--- config.mk ---
export PLATFORM = sky130hd
export DESIGN_NAME = abpw_front
export DESIGN_NICKNAME = d
export VERILOG_FILES = /design/src/sv/abpw_pkg.sv /design/src/sv/abpw_front.sv
export SDC_FILE = /design/constraint.sdc
export NUM_CORES = 1
export LEC_CHECK = 0
export ABC_AREA = 1
export ABC_CLOCK_PERIOD_IN_PS = 4200
export CAP_MARGIN = 20
export CORE_AREA = 2 2 87 89
export CTS_CLUSTER_DIAMETER = 200
export DETAILED_ROUTE_END_ITERATION = 7
export DIE_AREA = 0 0 89 91
export DONT_BUFFER_PORTS = 1
export GPL_ROUTABILITY_DRIVEN = 0
export GPL_TIMING_DRIVEN = 0
export PLACE_DENSITY_LB_ADDON = 0.2
export SYNTH_ARGS = -nofsm -noshare
export SYNTH_HDL_FRONTEND = slang
export SYNTH_SLANG_ARGS = --single-unit
export TNS_END_PERCENT = 10
--- constraint.sdc ---
create_clock -name clk -period 4.2 [get_ports clk]
set_input_delay 0.63 -clock clk [delete_from_list [all_inputs] [get_ports clk]]
set_output_delay 0.63 -clock clk [all_outputs]
set_load 0.02 [all_outputs]
--- src/sv/abpw_pkg.sv ---
// Shared types and constants of the alpha blending pixel writer.
package abpw_pkg;

	localparam int DEF_WIDTH   = 768;
	localparam int DEF_HEIGHT  = 576;
	localparam int QUEUE_DEPTH = 2;

	// Widest linear pixel index that any frame size within range can need.
	localparam int IDX_W = 24;

	localparam logic [7:0] T_COPY = 8'h00;
	localparam logic [7:0] T_KEEP = 8'hff;

	localparam logic [1:0] OP_CLIP  = 2'd0;
	localparam logic [1:0] OP_COPY  = 2'd1;
	localparam logic [1:0] OP_BLEND = 2'd2;
	localparam logic [1:0] OP_KEEP  = 2'd3;

	typedef struct packed {
		logic [11:0] pos_x;
		logic [11:0] pos_y;
		logic [7:0]  transparency;
		logic [7:0]  red;
		logic [7:0]  green;
		logic [7:0]  blue;
	} pix_in_t;

	typedef struct packed {
		logic       written;
		logic [7:0] out_red;
		logic [7:0] out_green;
		logic [7:0] out_blue;
	} pix_out_t;

	// Classified write as it travels from the front end to the back end.
	// The color holds red, green and blue from the high byte down.
	typedef struct packed {
		logic [1:0]       op;
		logic [IDX_W-1:0] idx;
		logic [7:0]       t;
		logic [23:0]      color;
	} cmd_t;

	typedef struct packed {
		logic full;
		logic empty;
	} fifo_stat_t;

endpackage

--- src/sv/abpw_front.sv ---
// Front end: takes pixel writes, clips them, computes the index and classifies them.
module abpw_front #(
	parameter int WIDTH  = abpw_pkg::DEF_WIDTH,
	parameter int HEIGHT = abpw_pkg::DEF_HEIGHT
) (
	input  logic                 clk,
	input  logic                 arst_n,
	input  logic                 push,
	output logic                 full,
	input  abpw_pkg::pix_in_t    item,
	input  logic                 clearing,
	input  abpw_pkg::fifo_stat_t q_stat,
	output logic                 q_push,
	output abpw_pkg::cmd_t       q_data
);

	localparam int PW = abpw_pkg::IDX_W + 1;

	logic           valid_s1;
	abpw_pkg::cmd_t cmd_s1;
	abpw_pkg::cmd_t cmd_d;
	logic           accept;
	logic           in_frame;
	logic [PW-1:0]  idx_full;

	assign full   = clearing || (valid_s1 && q_stat.full);
	assign accept = push && !full;
	assign q_push = valid_s1 && !q_stat.full;
	assign q_data = cmd_s1;

	assign in_frame = ({1'b0, item.pos_x} < 13'(WIDTH)) && ({1'b0, item.pos_y} < 13'(HEIGHT));
	assign idx_full = PW'(item.pos_y) * PW'(WIDTH) + PW'(item.pos_x);

	always_comb begin
		cmd_d.idx   = in_frame ? idx_full[abpw_pkg::IDX_W-1:0] : '0;
		cmd_d.t     = item.transparency;
		cmd_d.color = {item.red, item.green, item.blue};
		if (!in_frame) begin
			cmd_d.op = abpw_pkg::OP_CLIP;
		end else if (item.transparency == abpw_pkg::T_COPY) begin
			cmd_d.op = abpw_pkg::OP_COPY;
		end else if (item.transparency == abpw_pkg::T_KEEP) begin
			cmd_d.op = abpw_pkg::OP_KEEP;
		end else begin
			cmd_d.op = abpw_pkg::OP_BLEND;
		end
	end

	always_ff @(posedge clk) begin
		if (accept) begin
			cmd_s1 <= cmd_d;
		end
	end

	always_ff @(posedge clk or negedge arst_n) begin
		if (!arst_n) begin
			valid_s1 <= 1'b0;
		end else if (accept) begin
			valid_s1 <= 1'b1;
		end else if (q_push) begin
			valid_s1 <= 1'b0;
		end
	end

endmodule

### Word-level counts from Yosys, hierarchy flattened

Cells that the tools add are included.

* $add $sub $neg: 1
* $mul: 1
* div/mod/pow operators: 0
* magnitude comparators: 2
* equal/unequal tests: 1
* shift-type cells: 0
* multiplexer cells: 4
* bitwise logic cells: 1
* reductions and logical operators: 10

Operators by type and width (count)
* 12-bit by 10-bit < comparator with 1-bit output, second input constant: 2
* 22-bit by 12-bit adder with 23-bit output: 1
* 12-bit by 2-bit multiplier with 14-bit output, second input constant: 1
* 8-bit == test, second input constant: 1
* 8-bit logical NOT: 1
* 1-bit logical AND: 4
* 1-bit 2-to-1 mux: 4
* 1-bit logical NOT: 2
* 2-bit nonzero test: 1
* 2-bit OR reduction: 1
* 1-bit logical OR: 1
* 1-bit NOT: 1

* bits in registers: 59
* bits in latches: 0
* memory bits (writable): 0
* bits in read-only memories: 0
* input port bits: 62
* output and inout bits: 60
* logic and storage cells: 26
* memories: 0

### Depth between registers and ports, before layout

* depth in word-level cells: 5
* mapped depth: 17
* gate-level depth less buffers: 17

### Worst setup path before layout

Ideal clock, no wire load.

* path kind: input-to-reg
* start: input port q_stat[1] in the netlist's numbering
* end: register cmd_s1, in the netlist q_data[0], enable pin
* setup time: 472 ps
* arrival: 3277 ps
* setup slack: 451 ps
* cell stages on the path: 3
* path buffers: 0
* cell sequence: nand2_1 nand2_1 nor2_1

* longest elaborated chain between the ends: 4

Ends and longest elaborated chain
* start: declaration: RTL line abpw_front.sv:12 `input abpw_pkg::fifo_stat_t q_stat,`
* 1-bit logical AND: RTL line abpw_front.sv:26 `assign full = clearing || (valid_s1 && q_stat.full);`
* 1-bit logical OR: RTL line abpw_front.sv:26
* net full: RTL line abpw_front.sv:9 `output logic full,`
* 1-bit logical NOT: RTL line abpw_front.sv:27 `assign accept = push && !full;`
* 1-bit logical AND: RTL line abpw_front.sv:27
* net accept: RTL line abpw_front.sv:22 `logic accept;`
* end signal: assignment: RTL line abpw_front.sv:51 `cmd_s1 <= cmd_d;`
* end: declaration: RTL line abpw_front.sv:20 `abpw_pkg::cmd_t cmd_s1;`

The timed path passes the listed nets, and every way through them passes these cells.
A chain may end at the register's enable or synchronous reset.

### Worst setup path after layout

* start: input port item[32] in the netlist's numbering
* end: register cmd_s1, in the netlist q_data[53], data pin

* longest elaborated chain between the ends: 2

Ends and longest elaborated chain
* start: declaration: RTL line abpw_front.sv:10 `input abpw_pkg::pix_in_t item,`
* 12-bit by 2-bit multiplier with 14-bit output / 12-bit by 10-bit < comparator with 1-bit output (equally long branches): RTL line abpw_front.sv:32, abpw_front.sv:31
* 22-bit by 12-bit adder with 23-bit output / 1-bit logical AND (equally long branches): RTL line abpw_front.sv:32, abpw_front.sv:31

Parallel ways exist; a longest one is shown, timed or not.

==> results.cfg <==
[cts]
clkSlewWorstSetupHoldPaths_ns = 0.06
cts_tree = built
clockRootBuffer = clkbuf_8
cts_setup_buffers = 0
cts_buffer_depth = 2
cts_resized = 0
clock_latency_ns = 0.33
clock_sinks = 58
htreeDepth = 3
numCtsBuffers = 9
hold_buffers = 1

[cells_and_area]
nNetsFinal = 411
final_cell_area_um2 = 3490
nFillCells = 679
syn2layout_area_growth_pct = 10.2
drive_gt1_share_pct = 15.4
insertedDiodeCount = 0
register_area_um2 = 1740
multi_input_area_um2 = 1210
stdcell_count = 431

[global_route]
grt_use_met1_pct = 15.9
grt_max_degree = 38
antenna_found_initial = 0
grt_pass1_wl_um = 8860
grt_pass1_vias = 1880
global_route.peak_usage_layer = met2
met2_usage_pct = 24.7
grt-ovfl-total = 0
use_met3_pct = 4.64
globalRouteTotalUtil_pct = 14.3

[timing]
clock_skew_ns = 0.00664
slew_viol_final = 0
period_share_pct = 61.9
clock.fmax_mhz = 385
slew-limit-headroom_pct = 58.8
fin_crit_ns = 2.60
setup_viol = 0
hold_violations = 0
rsz0062_at_grt = no
worst_pin_slew_ns = 0.617
holdWs_ns = 0.393

[logic_synthesis]
synth.most_common_cell = nand2_1
dominantRegCellSynth = edfxtp_1
synth_top_area_cell = edfxtp_1
ys_types = 34
syn_nets = 398
avgSynthCellArea_um2 = 10.1
yosysSeqAreaShare_pct = 54.9
synth_top_area_share_pct = 54.1
yosys_warnings = 0
synthTopCellsByCount = nand2_1, edfxtp_1, inv_1
synth_edf_count = 57
synth_area_leaders = edfxtp_1, ha_1, nand2_1
yosys_register_bits = 58
synthArstFlopShare_pct = 1.72
netlist_instances = 314
synth_area_um2 = 3160

[floorplanning]
die-area_um2 = 8100
rows = 31
initial_core_util_pct = 44.3
core_area_um2 = 7140
die_w_um = 89
die_h_um = 91
io_pins = 122

[place]
placedInstanceArea_um2 = 3320
dp.cells = 414
portBuffers = 0
hpwl_um = 4650

[critical_path]
setup.worst_path.end_class = register
cp_common_cell = nand2_1
cp.arrival_ns = 2.68
crit_fanout = 4
cp-start-kind = input pin
path_cells = ha_1 -> inv_1 -> fa_1 -> inv_1 -> ha_1 -> nand3_1 -> nand2_1 -> nand2_1 -> nand2_1 -> nand3_1 -> nor2_2 -> nand3_2 -> nor2_4 -> nand3_1 -> nand2_1 -> nor2_1
critPathBufInv = 2
cp_slowest_cell = fa_1
criticalPathCategory = in -> reg
worstPathRequired_ns = 4.28
crit_family = simple AND/OR/NAND/NOR gates
max_stage_delay_ns = 0.47

[min_path]
hold_class = in -> reg

[detailed_routing]
dr.pass1.iters = 4
num_vias = 2048
ant_nets = 0
wl_per_cell_um = 13.2
viasPerCell = 4.75
drt_wl_total_um = 5680
drcViolationCount = 0
drt_iter0_drc = 65

[pwr]
vdd_ir_drop_max_mv = 0.128
p_leak_nw = 1.51
powerDensity_nw_per_um2 = 371

[run]
maxCapViolations = 0

[run_status]
outcome = finished, final reports clean
## per-stage QoR
stage	worst slack, ns	power (mW)	TNS [ns]	util [%]
final	1.60	1.29	0	48.8
after global routing	1.40	1.37	0	48.8
after floorplan	0.451	0.871	0	-
after CTS	1.57	1.31	0	48.8
after detailed placement	1.23	0.906	0	46.5
after global placement	-0.351	0.902	-19.89	46.1
## layer usage
metal / routed length, um / vias to the layer above
li1: - / 1055
met1: 2320 / 896
met2: 2780 / 90
met3: 490 / 7
met4: 82 / 0
met5: 0 / -
## cells by family (layout without fill, tap and decap cells)
| kind of cell | count (synthesis) | count (layout) | synth area share [%] |
|---|---|---|---|
| and+or+nand+nor | 146 | 146 | 22.5 |
| AOI/OAI and AO/OA | 26 | 26 | 4.78 |
| buffers and inverters | 58 | 76 | 7.12 |
| DFF | 58 | 58 | 54.9 |
| xor gates and xnor gates | 3 | 3 | 1.42 |
| other | 1 | 1 | 0.119 |
| adders and majority gates | 22 | 22 | 9.17 |
## flip-flops by register name, summed over array words and instances (netlist names)
name and count:
valid_s1 1, q_data 57
## area by class of cell
class | count | area share [%]
Inverter | 55 | 5.99
Multi-Input combinational cell | 198 | 34.7
Buffer | 3 | 0.467
Tap cell | 99 | 3.55
Timing Repair Buffer | 2 | 0.861
Clock inverter | 7 | 1.04
Clock buffer | 9 | 3.55
Sequential cell | 58 | 49.8
## placed cells by master (no fill, tap or decap), types with 3 or more instances in the layout
cell,count
nand2_1,64
edfxtp_1,57
inv_1,51
nor2_1,32
ha_1,20
nand3_1,13
a21oi_1,12
nand2_2,10
clkbuf_8,9
o21ai_0,7
nand4_1,6
nor2_4,4
nand3_2,3
nor2_2,3
inv_2,3
a21oi_2,3
clkinv_1,3
## power breakdown
part	internal, mW	total [mW]	switching, mW
registers	0.661	0.692	0.0309
clock network	0.205	0.401	0.196
logic	0.0688	0.201	0.132
## worst paths after layout
path,cells after the start,endpoint,from,slack [ns]
min in group asynchronous,1,valid_s1,arst_n,0.51
min reg2reg,2,valid_s1,valid_s1,0.52
min,0,q_data[11],item[11],0.39
max reg2reg,4,q_data[8],valid_s1,2.40
max,16,q_data[53],item[32],1.60
max in group asynchronous,1,valid_s1,arst_n,3.59
Power figures use the tool's default switching activity.
