## config.mk

```make
export PLATFORM = sky130hd
export DESIGN_NAME = abpw_fifo
export DESIGN_NICKNAME = d
export VERILOG_FILES = /design/src/sv/abpw_pkg.sv /design/src/sv/abpw_fifo.sv
export SDC_FILE = /design/constraint.sdc
export NUM_CORES = 1
export LEC_CHECK = 0
export BUFFER_PORTS_ARGS = -buffer_cell sky130_fd_sc_hd__buf_2
export CELL_PAD_IN_SITES_DETAIL_PLACEMENT = 0
export CELL_PAD_IN_SITES_GLOBAL_PLACEMENT = 1
export CORE_UTILIZATION = 40
export DETAILED_ROUTE_END_ITERATION = 16
export GPL_ROUTABILITY_DRIVEN = 0
export GPL_TIMING_DRIVEN = 0
export PLACE_DENSITY_LB_ADDON = 0.1
export RECOVER_POWER = 100
export SYNTH_ARGS = -nofsm -noshare
export SYNTH_HDL_FRONTEND = slang
export SYNTH_SLANG_ARGS = --single-unit
```

## constraint.sdc

```tcl
create_clock -name clk -period 1.7 [get_ports clk]
set_input_delay 0.17 -clock clk [delete_from_list [all_inputs] [get_ports clk]]
set_output_delay 0.17 -clock clk [all_outputs]
set_load 0.05 [all_outputs]
```

## src/sv/abpw_pkg.sv

```systemverilog
// Shared types and constants of the alpha blending pixel writer.
package abpw_pkg;

	localparam int DEF_WIDTH   = 768;
	localparam int DEF_HEIGHT  = 576;
	localparam int QUEUE_DEPTH = 2;

	// Widest linear pixel index that any frame size within range can need.
	localparam int IDX_W = 24;

	localparam logic [7:0] T_COPY = 8'h00;
	localparam logic [7:0] T_KEEP = 8'hff;

	localparam logic [1:0] OP_CLIP  = 2'd0;
	localparam logic [1:0] OP_COPY  = 2'd1;
	localparam logic [1:0] OP_BLEND = 2'd2;
	localparam logic [1:0] OP_KEEP  = 2'd3;

	typedef struct packed {
		logic [11:0] pos_x;
		logic [11:0] pos_y;
		logic [7:0]  transparency;
		logic [7:0]  red;
		logic [7:0]  green;
		logic [7:0]  blue;
	} pix_in_t;

	typedef struct packed {
		logic       written;
		logic [7:0] out_red;
		logic [7:0] out_green;
		logic [7:0] out_blue;
	} pix_out_t;

	// Classified write as it travels from the front end to the back end.
	// The color holds red, green and blue from the high byte down.
	typedef struct packed {
		logic [1:0]       op;
		logic [IDX_W-1:0] idx;
		logic [7:0]       t;
		logic [23:0]      color;
	} cmd_t;

	typedef struct packed {
		logic full;
		logic empty;
	} fifo_stat_t;

endpackage

```

## src/sv/abpw_fifo.sv

```systemverilog
// Small register based first-in first-out queue with a full and empty status.
module abpw_fifo #(
	parameter int DW    = 8,
	parameter int DEPTH = abpw_pkg::QUEUE_DEPTH
) (
	input  logic                 clk,
	input  logic                 arst_n,
	input  logic                 push,
	input  logic [DW-1:0]        wdata,
	input  logic                 pop,
	output logic [DW-1:0]        rdata,
	output abpw_pkg::fifo_stat_t stat
);

	localparam int PW = (DEPTH > 1) ? $clog2(DEPTH) : 1;
	localparam int CW = $clog2(DEPTH + 1);

	logic [DW-1:0] store_q [DEPTH];
	logic [PW-1:0] wr_ptr_q;
	logic [PW-1:0] rd_ptr_q;
	logic [CW-1:0] count_q;
	logic          do_push;
	logic          do_pop;

	assign stat.full  = (count_q == CW'(DEPTH));
	assign stat.empty = (count_q == '0);
	assign do_push    = push && !stat.full;
	assign do_pop     = pop && !stat.empty;
	assign rdata      = store_q[rd_ptr_q];

	always_ff @(posedge clk) begin
		if (do_push) begin
			store_q[wr_ptr_q] <= wdata;
		end
	end

	always_ff @(posedge clk or negedge arst_n) begin
		if (!arst_n) begin
			wr_ptr_q <= '0;
			rd_ptr_q <= '0;
			count_q  <= '0;
		end else begin
			if (do_push) begin
				wr_ptr_q <= (wr_ptr_q == PW'(DEPTH - 1)) ? '0 : wr_ptr_q + 1'b1;
			end
			if (do_pop) begin
				rd_ptr_q <= (rd_ptr_q == PW'(DEPTH - 1)) ? '0 : rd_ptr_q + 1'b1;
			end
			if (do_push && !do_pop) begin
				count_q <= count_q + 1'b1;
			end else if (do_pop && !do_push) begin
				count_q <= count_q - 1'b1;
			end
		end
	end

endmodule

```

# Word-level counts from Yosys, hierarchy flattened
# Memory sizes are Yosys's and may differ from the RTL's.
# Index checks and enable logic that the tools add are counted.
[classes]
n_eq_ne = 1
muxes = 6
addsub = 4
reduce_logical = 10
[ops]
columns = ["operator", "count"]
rows = [
  ["1-bit logical AND", 4],
  ["1-bit zero test", 4],
  ["1-bit 2-to-1 mux", 4],
  ["2-bit 2-to-1 mux", 2],
  ["1-bit adder (second input constant)", 2],
  ["2-bit by 1-bit adder with 2-bit output (second input constant)", 1],
  ["2-bit == test (second input constant)", 1],
  ["2-bit zero test", 1],
  ["2-bit nonzero test", 1],
  ["2-bit by 1-bit subtractor with 2-bit output (second input constant)", 1],
]
[word_totals]
regBits = 4
mem_count = 1
output_inout_bits = 10
mem_bits_rw = 16
[memory_table]
columns = ["name", "depth", "width", "rd", "rd_clocked_by_memory_dff", "write_ports", "line_no", "text"]
rows = [
  ["store_q", 2, 8, 1, 0, 1, "abpw_fifo.sv:18", "logic [DW-1:0] store_q [DEPTH];"],
]

# Longest topological paths before layout
# Gate-level depths: netlist of run 1.
[logic_depth]
ltp_word = 7
depth_mapped = 7
mapped_depth_nobuf = 7

# Worst setup path before layout of run 1
# Ideal clock, no wire load.
[synth_path]
path_kind = "register to register"
startpoint = "register count_q[0]"
endpoint = "memory store_q[0][0], enable pin"
setup_ps = 370
arrival_time_ps = 1022
n_path_buf = 0
slack_ps = 308
stages_incl_launch_ff = 4
required_time_ps = 1330
path_cell_list = "dfrtp_1 > nand2b_1 > nand2_2 > nor2_1"
[synth_via]
elab_chain_cells = 5
[synth_rtl]
columns = ["element", "line_no", "text"]
rows = [
  ["start, declared", "abpw_fifo.sv:21", "logic [CW-1:0] count_q;"],
  ["start signal, assigned", "abpw_fifo.sv:50", "count_q <= count_q + 1'b1;"],
  ["start signal, assigned", "abpw_fifo.sv:52", "count_q <= count_q - 1'b1;"],
  ["2-bit == test", "abpw_fifo.sv:25", "assign stat.full = (count_q == CW'(DEPTH));"],
  ["1-bit zero test", "abpw_fifo.sv:27", "assign do_push = push && !stat.full;"],
  ["1-bit logical AND", "abpw_fifo.sv:27", ""],
  ["1-bit 2-to-1 mux", "abpw_fifo.sv:32", "if (do_push) begin"],
  ["1-bit 2-to-1 mux (not written as such)", "abpw_fifo.sv:33", "store_q[wr_ptr_q] <= wdata;"],
  ["end, declared", "abpw_fifo.sv:18", ""],
]
# Every way passes these cells.

# Final worst setup path of run 1
[layout_path]
startpoint = "register rd_ptr_q"
endpoint = "output port rdata[6]"
[layout_via]
elab_chain_cells = 1
[layout_rtl]
columns = ["element", "line_no", "text"]
rows = [
  ["start, declared", "abpw_fifo.sv:20", "logic [PW-1:0] rd_ptr_q;"],
  ["start signal, assigned", "abpw_fifo.sv:47", "rd_ptr_q <= (rd_ptr_q == PW'(DEPTH - 1)) ? '0 : rd_ptr_q + 1'b1;"],
  ["memory read 2 x 8 bit", "--", ""],
  ["end, declared", "abpw_fifo.sv:11", "output logic [DW-1:0] rdata,"],
]
# Every way passes these cells.

==> flow_summary_export.csv, run 1 <==
group,metric,value,unit
setup_path,path_max_fanout,9,
cells_and_area,nets,84,
routing,drt_iter0_drc,3,
pwr,p_total,1.85,mW
hold_path,hold_class,"primary input to register",
synthesis,ys_warn_count,0,
synthesis,synth_seq_cells,20,
clock_network,htreeDepth,1,
floorplanning,coreArea,1780,µm²
floorplanning,floorplan.initialDensity,43.9,%
synthesis,synth_fp_nets,57,
grt,overflow,0,
pwr,p_clk_share,11.9,%
clock_network,cts_tree,"built",
floorplanning,die_area,2140,µm²
routing,route.detailed.drc,0,
pwr,powerDensity,1940,nW/µm²
clock_network,root_buffer,"clkbuf_4",
floorplanning,ios,22,
placement,placed_cell_area,918,µm²
timing,worst_slew_pin_slew,0.584,ns
pwr,p_switching,0.815,mW
timing,hold_slack,0.0616,ns
floorplanning,die_height,46.2,µm
timing,setup_viol,0,
timing,fmaxAchievable,619,MHz
clock_network,clk_latency,0.29,ns
setup_path,path_class,"register to output pin",
setup_path,crit_buf_inv,2,
timing,fin_crit_sh,95.0,%
timing,slew_violations,0,
run,cap_viol_max_count,0,
synthesis,ys_seq_area_share,74.2,%
clock_network,clockBufferDepth,2,
synthesis,syn_area_per_cell,17.8,µm²
synthesis,synth_area,782,µm²
synthesis,synth_cells,44,
placement,portBuffers,21,
timing,setup_tns,0,ns
clock_network,cts.sinks,20,
pwr,ir_worst_vdd,1320,µV
routing,wl_per_cell,11.2,µm
clock_network,cts.clk_slew.worst_paths,0.10,ns
routing,viasPerCell,4.40,
placement,hpwl,754,µm
routing,vias,418,
cells_and_area,diodes,0,
timing,setup_ws,0.0852,ns
grt,grt_pass1_wl,1.73,mm
grt,antenna_found_initial,0,
grt,grt.total_usage,12.4,%
routing,wl,1.06,mm
cells_and_area,stdcell_count,95,
setup_path,cp-start-kind,"register",
cells_and_area,syn_to_final_growth,21.8,%
routing,first_pass_iters,3,
setup_path,cpLargestDelayFamily,"buffers and inverters",
pwr,power.leakage,0.386,nW
setup_path,worst_setup_path_end_kind,"output pin",
timing,hold_viol,0,
setup_path,cp_slowest_stage_delay,0.36,ns
cells_and_area,fin_util,53.4,%
cells_and_area,final_area,952,µm²
synthesis,synth_cell_types,15,
pwr,comb_power_share,47.5,%
floorplanning,die_width,46.2,µm
placement,place_ws,0.0693,ns
outcome,status,"completed",
routing,antenna_left,0,
pwr,switching_share,44.1,%
floorplanning,row_count,15,
grt,grt_max_degree,12,
pwr,p_seq_share,40.6,%
timing,skew,0.00103,ns
pwr,p_int,1.03,mW
clock_network,cts_buffers,3,
placement,dp.cells,90,
setup_path,cp_slowest_cell,"mux2_1",
setup_path,arrival,1.44,ns
setup_path,crit_chain,"buf_2 -> mux2_1 -> clkbuf_2",
timing,relSlewSlack,61.2,%
timing,rsz0062_at_grt,"false",
grt,grt_pass1_vias,404,
cells_and_area,drive_gt1_share,37.1,%
timing,period_minus_slack,1.61,ns
setup_path,worstPathRequired,1.53,ns
[per-layer routing]
layer  global-route usage, %  part of all wire, %  up-vias
li1                        -                    -      210
met1                    14.5                   44      193
met2                    19.4                   51       13
met3                    3.53                  3.7        2
met4                    8.82                  1.0        0
met5                       0                    0        -
[layout make-up]
type / count / area (µm²)
plain buffers: 1 / 5.00
clock buffers: 4 / 26.3
fillers: 159 / 831
inverters: 2 / 7.51
multi-input cells: 21 / 191
flip-flops and latches: 20 / 581
well taps: 25 / 31.3
repair buffers: 22 / 110
[cell usage after synthesis, drive strengths merged]
cell    number  area, µm²
and3         1       6.26
buf          1       5.00
dfrtp        4        100
edfxtp      16        480
ha           1       12.5
inv          2       7.51
mux2         8       90.1
nand2        1       6.26
nand2b       1       6.26
nor2         3       11.3
o21ai        1       5.00
xnor2        3       33.8
xor2         2       17.5
[worst paths after layout]
| check | slack [ns] | endpoint | cells after the start | start |
|---|---|---|---|---|
| max | 0.09 | rdata[6] | 3 | rd_ptr_q$_DFFE_PN0P_ |
| min | 0.06 | store_q[1][1]$_DFFE_PP_ | 1 | wdata[1] |
| max reg2reg | 0.19 | count_q[1]$_DFFE_PN0P_ | 7 | count_q[0]$_DFFE_PN0P_ |
| min reg2reg | 0.53 | count_q[1]$_DFFE_PN0P_ | 1 | count_q[1]$_DFFE_PN0P_ |
| max in group asynchronous | 1.28 | count_q[0]$_DFFE_PN0P_ | 2 | arst_n |
| min in group asynchronous | 0.24 | rd_ptr_q$_DFFE_PN0P_ | 2 | arst_n |
[worst reg2reg max path, delay by kind of cell (launching register included)]
kind / cells / cell delay (ns)
buf+inv: 1 / 0.06
xor+xnor: 2 / 0.29
fa+ha+maj: 1 / 0.18
simple gates: 3 / 0.47
flops: 1 / 0.45
[power groups by stage]
stage	Sequential [mW]	Combinational, mW	Clock [mW]
after floorplan	0.746	0.724	0
after global placement	0.758	0.885	0
after detailed placement	0.761	0.888	0
after CTS	0.751	0.892	0.232
after global routing	0.767	0.931	0.258
final	0.751	0.877	0.220
[state kept, by name, indices dropped and copies added, names as in the netlist]
name and cells:
store_q 16, count_q 2, rd_ptr_q 1, wr_ptr_q 1
[cell families after synthesis]
group                    Yosys count  share of synthesized area [%]
AO/OA/AOI/OAI                      1                          0.639
multiplexers                       8                           11.5
adder cells (fa/ha/maj)            1                           1.60
XOR/XNOR                           5                           6.56
flip-flops                        20                           74.2
AND/OR/NAND/NOR                    6                           3.84
buffers and inverters              3                           1.60
[placed cells by master, fill, tap and decap left out, types with 2 or more instances in the layout]
cell type / synthesis / routed
mux2_1: 6 / 6
nor2_1: 3 / 2
edfxtp_1: 16 / 16
clkbuf_1: 0 / 5
inv_1: 2 / 2
xnor2_1: 2 / 2
clkbuf_2: 0 / 5
clkbuf_4: 0 / 3
xor2_1: 2 / 2
buf_2: 1 / 13
mux2_2: 2 / 2
dfrtp_1: 4 / 4
[timing repair]
item                                    in CTS  in global routing
hold endpoints to repair                     4                  0
resized for setup                            0                  1
hold buffers                                 1                  0
endpoints found under the setup margin       0                  8
buffers inserted                             0                  0
Note: power is estimated with default switching activity, not from simulation.
==> run 2, diff against run 1 <==
==> constraint.sdc (replaced) <==
create_clock -name clk -period 1.7 [get_ports clk]
set_input_delay 0.255 -clock clk [delete_from_list [all_inputs] [get_ports clk]]
set_output_delay 0.255 -clock clk [all_outputs]
set_load 0.05 [all_outputs]
==> run 2 against run 1 <==
Routed wire length is 0.66% higher. Register-to-register slack hardly changed. Global-route usage stayed put. Sequential power hardly changed. First-iteration DRC count is 33% lower. Total power is 0.67% higher. Non-clock buffer count stayed put. Die area stayed put. Critical path depth stayed put. Clock skew hardly changed. Maximum frequency is 0.96% lower. Clock-buffer cell count stayed put.
==> flow_summary_export.csv, run 2 (synthesized netlist as in run 1, its figures left out) <==
group,metric,value,unit
setup_path,cp_slowest_cell,"dfrtp_1",
timing,skew,0.000745,ns
grt,antenna_found_initial,0,
timing,setup_viol,0,
setup_path,cp_slowest_stage_delay,0.37,ns
grt,grt_pass1_vias,404,
timing,fmaxAchievable,613,MHz
grt,grt.total_usage,12.4,%
floorplanning,die_area,2140,µm²
clock_network,root_buffer,"clkbuf_4",
setup_path,path_max_fanout,9,
setup_path,rr_worst_depth,7,
setup_path,ff2ff_setup_slack,0.19,ns
timing,period_minus_slack,1.63,ns
grt,grtUsageMet1,14.5,%
routing,wl_per_cell,11.3,µm
pwr,power.leakage,0.389,nW
outcome,status,"completed",
setup_path,path_class,"register to output pin",
pwr,powerDensity,1950,nW/µm²
setup_path,crit_path_end,"rdata[6]",
grt,met2_usage,19.4,%
floorplanning,row_count,15,
grt,grt_max_degree,12,
routing,vias,420,
run,cap_viol_max_count,0,
floorplanning,ios,22,
cells_and_area,drive_gt1_share,38.6,%
routing,antenna_left,0,
placement,placed_cell_area,918,µm²
routing,route.detailed.drc,0,
grt,busiest_layer,"met2",
setup_path,worst_setup_path_end_kind,"output pin",
routing,drt_iter0_drc,2,
setup_path,crit_chain,"buf_4 -> mux2_1 -> buf_2",
grt,grt_pass1_wl,1.73,mm
timing,slew_violations,0,
routing,first_pass_iters,3,
grt,grt_use_met3,3.53,%
clock_network,htreeDepth,1,
timing,setup_ws,0.0696,ns
floorplanning,coreArea,1780,µm²
cells_and_area,fin_util,53.6,%
floorplanning,die_width,46.2,µm
floorplanning,floorplan.initialDensity,43.9,%
placement,portBuffers,21,
clock_network,cts_tree,"built",
placement,dp.cells,90,
routing,wl,1.07,mm
cells_and_area,nets,84,
setup_path,critPathLaunch,"rd_ptr_q$_DFFE_PN0P_",
setup_path,cp-start-kind,"register",
grt,overflow,0,
timing,fin_crit_sh,95.9,%
cells_and_area,multiInputGateArea,191,µm²
pwr,ir_worst_vdd,1340,µV
clock_network,post_cts_buffers,0,
hold_path,hold_class,"primary input to register",
placement,place_ws,0.0693,ns
cells_and_area,final-seq-area,581,µm²
cells_and_area,largest-register,"store_q",
clock_network,clk_latency,0.29,ns
cells_and_area,reg_top3,"store_q x16, count_q x2",
timing,hold_viol,0,
cells_and_area,diodes,0,
setup_path,arrival,1.38,ns
clock_network,cts.sinks,20,
cells_and_area,syn_to_final_growth,22.2,%
placement,hpwl,754,µm
cells_and_area,n_fill_cell,159,
setup_path,r2r-end,"count_q[1]$_DFFE_PN0P_",
floorplanning,die_height,46.2,µm
cells_and_area,layout.cells.most_common,"edfxtp_1",
routing,viasPerCell,4.42,
cells_and_area,stdcell_count,95,
cells_and_area,final_area,956,µm²
clock_network,cts.clk_slew.worst_paths,0.10,ns
clock_network,cts_buffers,3,
timing,worst_slew_pin_slew,0.429,ns
cells_and_area,largest_register_ff_count,16,
setup_path,worstPathRequired,1.44,ns
timing,setup_tns,0,ns
cells_and_area,layout_common_cells,"edfxtp_1 (16), buf_2 (15), mux2_1 (6)",
setup_path,regToRegStartpoint,"count_q[0]$_DFFE_PN0P_",
timing,relSlewSlack,71.4,%
clock_network,clockBufferDepth,2,
## run 2: changes by cell type in the layout (fill, tap and decap cells not counted)
cell      change
clkbuf_2      -2
clkbuf_1      -1
buf_4         +1
buf_2         +2
## run 2: layer usage
| metal | wire [µm] | share of wire (%) |
|---|---|---|
| met1 | 475 | 44 |
| met5 | 0 | 0 |
| met2 | 542 | 51 |
| met4 | 11 | 1.0 |
| met3 | 41 | 3.8 |
## run 2: repair_timing
item | CTS | global route
endpoints found under the hold margin | 4 | 0
gates resized for setup | 0 | 3
setup endpoints to repair | 0 | 16
hold buffers | 1 | 0
## run 2: worst max-delay path, delay by kind of cell, from the launching register on
kind	cells	cell delay (ns)
flip-flops	1	0.37
multiplexers	1	0.33
buffers and inverters	2	0.39
## run 2: per-stage QoR
stage / power [mW] / hold WS (ns)
after floorplan: 1.47 / -0.0406
after global placement: 1.64 / 0.0673
after detailed placement: 1.65 / 0.0667
after CTS: 1.88 / 0.132
after global routing: 1.97 / 0.118
final: 1.86 / 0.146
## run 2: worst min path at each step
| stage | startpoint | to | slack, ns | cells after the start |
|---|---|---|---|---|
| finish | wdata[1] | store_q[1][1]$_DFFE_PP_ | 0.15 | 1 |
| global route | wdata[6] | store_q[1][6]$_DFFE_PP_ | 0.12 | 1 |
| CTS | wdata[1] | store_q[1][1]$_DFFE_PP_ | 0.13 | 1 |
| detailed placement | arst_n | count_q[0]$_DFFE_PN0P_ | 0.07 | 1 |
| global placement | arst_n | count_q[0]$_DFFE_PN0P_ | 0.07 | 1 |
| floorplan | arst_n | count_q[0]$_DFFE_PN0P_ | -0.04 | 0 |
## run 2: power breakdown
| part | internal, mW | switching, mW |
|---|---|---|
| combinational | 0.269 | 0.619 |
| clock | 0.0911 | 0.130 |
| sequential | 0.684 | 0.0674 |
## run 2: area by class of cell
cell class	instances	area share, %
tap	25	3.27
sequential	20	60.7
inverter	2	0.785
timing repair buffer	22	11.6
buffer	1	0.785
multi-input combinational	21	20.0
clock buffer	4	2.75
==> run 3, diff against run 2 <==
==> constraint.sdc (replaced) <==
create_clock -name clk -period 1.7 [get_ports clk]
set_input_delay 0.085 -clock clk [delete_from_list [all_inputs] [get_ports clk]]
set_output_delay 0.085 -clock clk [all_outputs]
set_load 0.05 [all_outputs]
==> run 3 against run 2 <==
Total power is 0.14% higher. Clock power hardly changed. Critical path depth unchanged. Flip-flop and latch count did not move. Die area did not move. Non-clock buffer count is 8 higher. Critical endpoint unchanged.
==> flow_summary_export.csv, run 3 (synthesized netlist as in run 1, its figures left out) <==
group,metric,value,unit
cells_and_area,syn_to_final_growth,32.0,%
floorplanning,floorplan.initialDensity,43.9,%
routing,first_pass_iters,3,
setup_path,worstPathRequired,1.62,ns
clock_network,cts_buffers,3,
hold_path,min_from,"push",
setup_path,ff2ff_setup_slack,0.19,ns
routing,vias,444,
routing,route.detailed.drc,0,
clock_network,clockBufferDepth,2,
pwr,p_clk_share,11.8,%
floorplanning,ios,22,
grt,antenna_found_initial,0,
setup_path,r2r-end,"count_q[1]$_DFFE_PN0P_",
timing,relSlewSlack,61.2,%
setup_path,path_max_fanout,9,
grt,overflow,0,
setup_path,cp_common_cell,"clkbuf_2",
timing,skew,0.00201,ns
cells_and_area,fin_util,57.9,%
outcome,status,"completed",
run,cap_viol_max_count,0,
timing,fin_crit_sh,91.3,%
clock_network,cts_tree,"built",
routing,wl,1.11,mm
pwr,ir_worst_vdd,1320,µV
clock_network,post_cts_buffers,0,
floorplanning,die_height,46.2,µm
timing,setup_tns,0,ns
routing,viasPerCell,4.31,
hold_path,hold_class,"primary input to register",
pwr,switching_share,44.0,%
setup_path,cpLargestDelayFamily,"buffers and inverters",
clock_network,root_buffer,"clkbuf_4",
cells_and_area,largest-register,"store_q",
cells_and_area,drive_gt1_share,33.3,%
floorplanning,die_area,2140,µm²
timing,fmaxAchievable,645,MHz
floorplanning,die_width,46.2,µm
placement,portBuffers,21,
routing,antenna_left,0,
clock_network,cts.sinks,20,
hold_path,whs_endpoint,"wr_ptr_q$_DFFE_PN0N_",
grt,grt.total_usage,13.0,%
cells_and_area,reg_top3,"store_q x16, count_q x2",
timing,hold_viol,0,
clock_network,htreeDepth,1,
grt,grt_max_degree,12,
grt,grt_pass1_vias,441,
clock_network,cts.clk_slew.worst_paths,0.10,ns
timing,worst_slew_pin_slew,0.584,ns
floorplanning,row_count,15,
hold_path,hold-path-cell-count,3,
pwr,power.leakage,0.420,nW
setup_path,crit_buf_inv,2,
placement,hpwl,754,µm
cells_and_area,layout.cells.most_common,"edfxtp_1",
routing,wl_per_cell,10.7,µm
setup_path,worst_setup_path_end_kind,"output pin",
timing,period_minus_slack,1.55,ns
pwr,p_int,1.04,mW
setup_path,regToRegStartpoint,"count_q[0]$_DFFE_PN0P_",
timing,rsz0062_at_grt,"false",
floorplanning,coreArea,1780,µm²
clock_network,clk_latency,0.29,ns
setup_path,critPathLaunch,"rd_ptr_q$_DFFE_PN0P_",
setup_path,path_class,"register to output pin",
pwr,p_seq_share,40.3,%
setup_path,arrival,1.47,ns
setup_path,cp-start-kind,"register",
cells_and_area,diodes,0,
setup_path,crit_chain,"clkbuf_2 -> mux2_1 -> clkbuf_2",
setup_path,cp_slowest_cell,"mux2_1",
setup_path,cp_slowest_stage_delay,0.36,ns
cells_and_area,nets,92,
cells_and_area,largest_register_ff_count,16,
timing,slew_violations,0,
grt,grt_pass1_wl,1.83,mm
routing,drt_iter0_drc,4,
cells_and_area,layout_common_cells,"edfxtp_1 (16), clkbuf_2 (9), dlygate4sd3_1 (9), buf_2 (9), mux2_1 (6)",
timing,setup_viol,0,
setup_path,rr_worst_depth,7,
pwr,powerDensity,1800,nW/µm²
pwr,comb_power_share,47.8,%
pwr,p_switching,0.819,mW
==> run 3: changes by cell type in the layout (fill, tap and decap cells not counted) <==
cell | before | now
clkbuf_2 | 3 | 9
buf_4 | 1 | 0
buf_2 | 15 | 9
clkbuf_1 | 4 | 5
dlygate4sd3_1 | 1 | 9
==> run 3: stage by stage <==
stage / area (µm²) / cells / hold slack, ns / setup slack (ns) / total power, mW
after global placement: 918 / 90 / -0.103 / 0.0401 / 1.64
after detailed placement: 918 / 90 / -0.103 / 0.0693 / 1.65
after global routing: 1030 / 103 / 0.101 / 0.0576 / 1.97
final: 1030 / 103 / 0.0888 / 0.149 / 1.86
after floorplan: 782 / 44 / -0.211 / 0.308 / 1.47
after CTS: 1030 / 103 / 0.0711 / 0.0446 / 1.89
==> run 3: how the worst max path moves through the flow <==
| stage | endpoint | slack [ns] | cells past startpoint |
|---|---|---|---|
| 3_3_place_gp | store_q[0][3]$_DFFE_PP_ | 0.04 | 3 |
| 4_1_cts | store_q[0][7]$_DFFE_PP_ | 0.04 | 3 |
| 6_report | rdata[6] | 0.15 | 3 |
| 2_1_floorplan | store_q[0][0]$_DFFE_PP_ | 0.31 | 3 |
| 3_5_place_dp | store_q[0][1]$_DFFE_PP_ | 0.07 | 3 |
| 5_1_grt | count_q[1]$_DFFE_PN0P_ | 0.06 | 7 |
==> run 3: cell type report <==
cell class | instances | area [µm²]
plain buffers | 1 | 5.00
clock buffers | 4 | 26.3
fillers | 152 | 751
inverters | 2 | 7.51
multi-input cells | 21 | 191
flip-flops and latches | 20 | 581
well taps | 25 | 31.3
repair buffers | 30 | 190
==> run 3: timing repair <==
action                                  CTS  global route
hold buffers                              9             0
endpoints found under the hold margin    20             0
endpoints found under the setup margin    0             8
resized for setup                         0             1
==> run 3: worst reg2reg max path, cell delays in order, from the launching register on <==
cell and delay, ns:
dfrtp_1 0.45, nand2b_1 0.21, nand2_2 0.13, inv_1 0.06, ha_1 0.18, xor2_1 0.14, nor2_1 0.13, xor2_1 0.15
==> run 3: routing by layer <==
layer	GRT usage [%]	up-vias	wire length, µm
li1	-	226	-
met1	15.3	203	503
met2	20.6	13	556
met3	3.53	2	35
met4	8.82	0	11
met5	0	-	0
==> run 3: power by group through the flow <==
stage	registers, mW	logic (mW)	clock network, mW
after CTS	0.751	0.906	0.232
after detailed placement	0.761	0.888	0
after global placement	0.758	0.885	0
after global routing	0.767	0.946	0.258
after floorplan	0.746	0.724	0
final	0.751	0.891	0.220
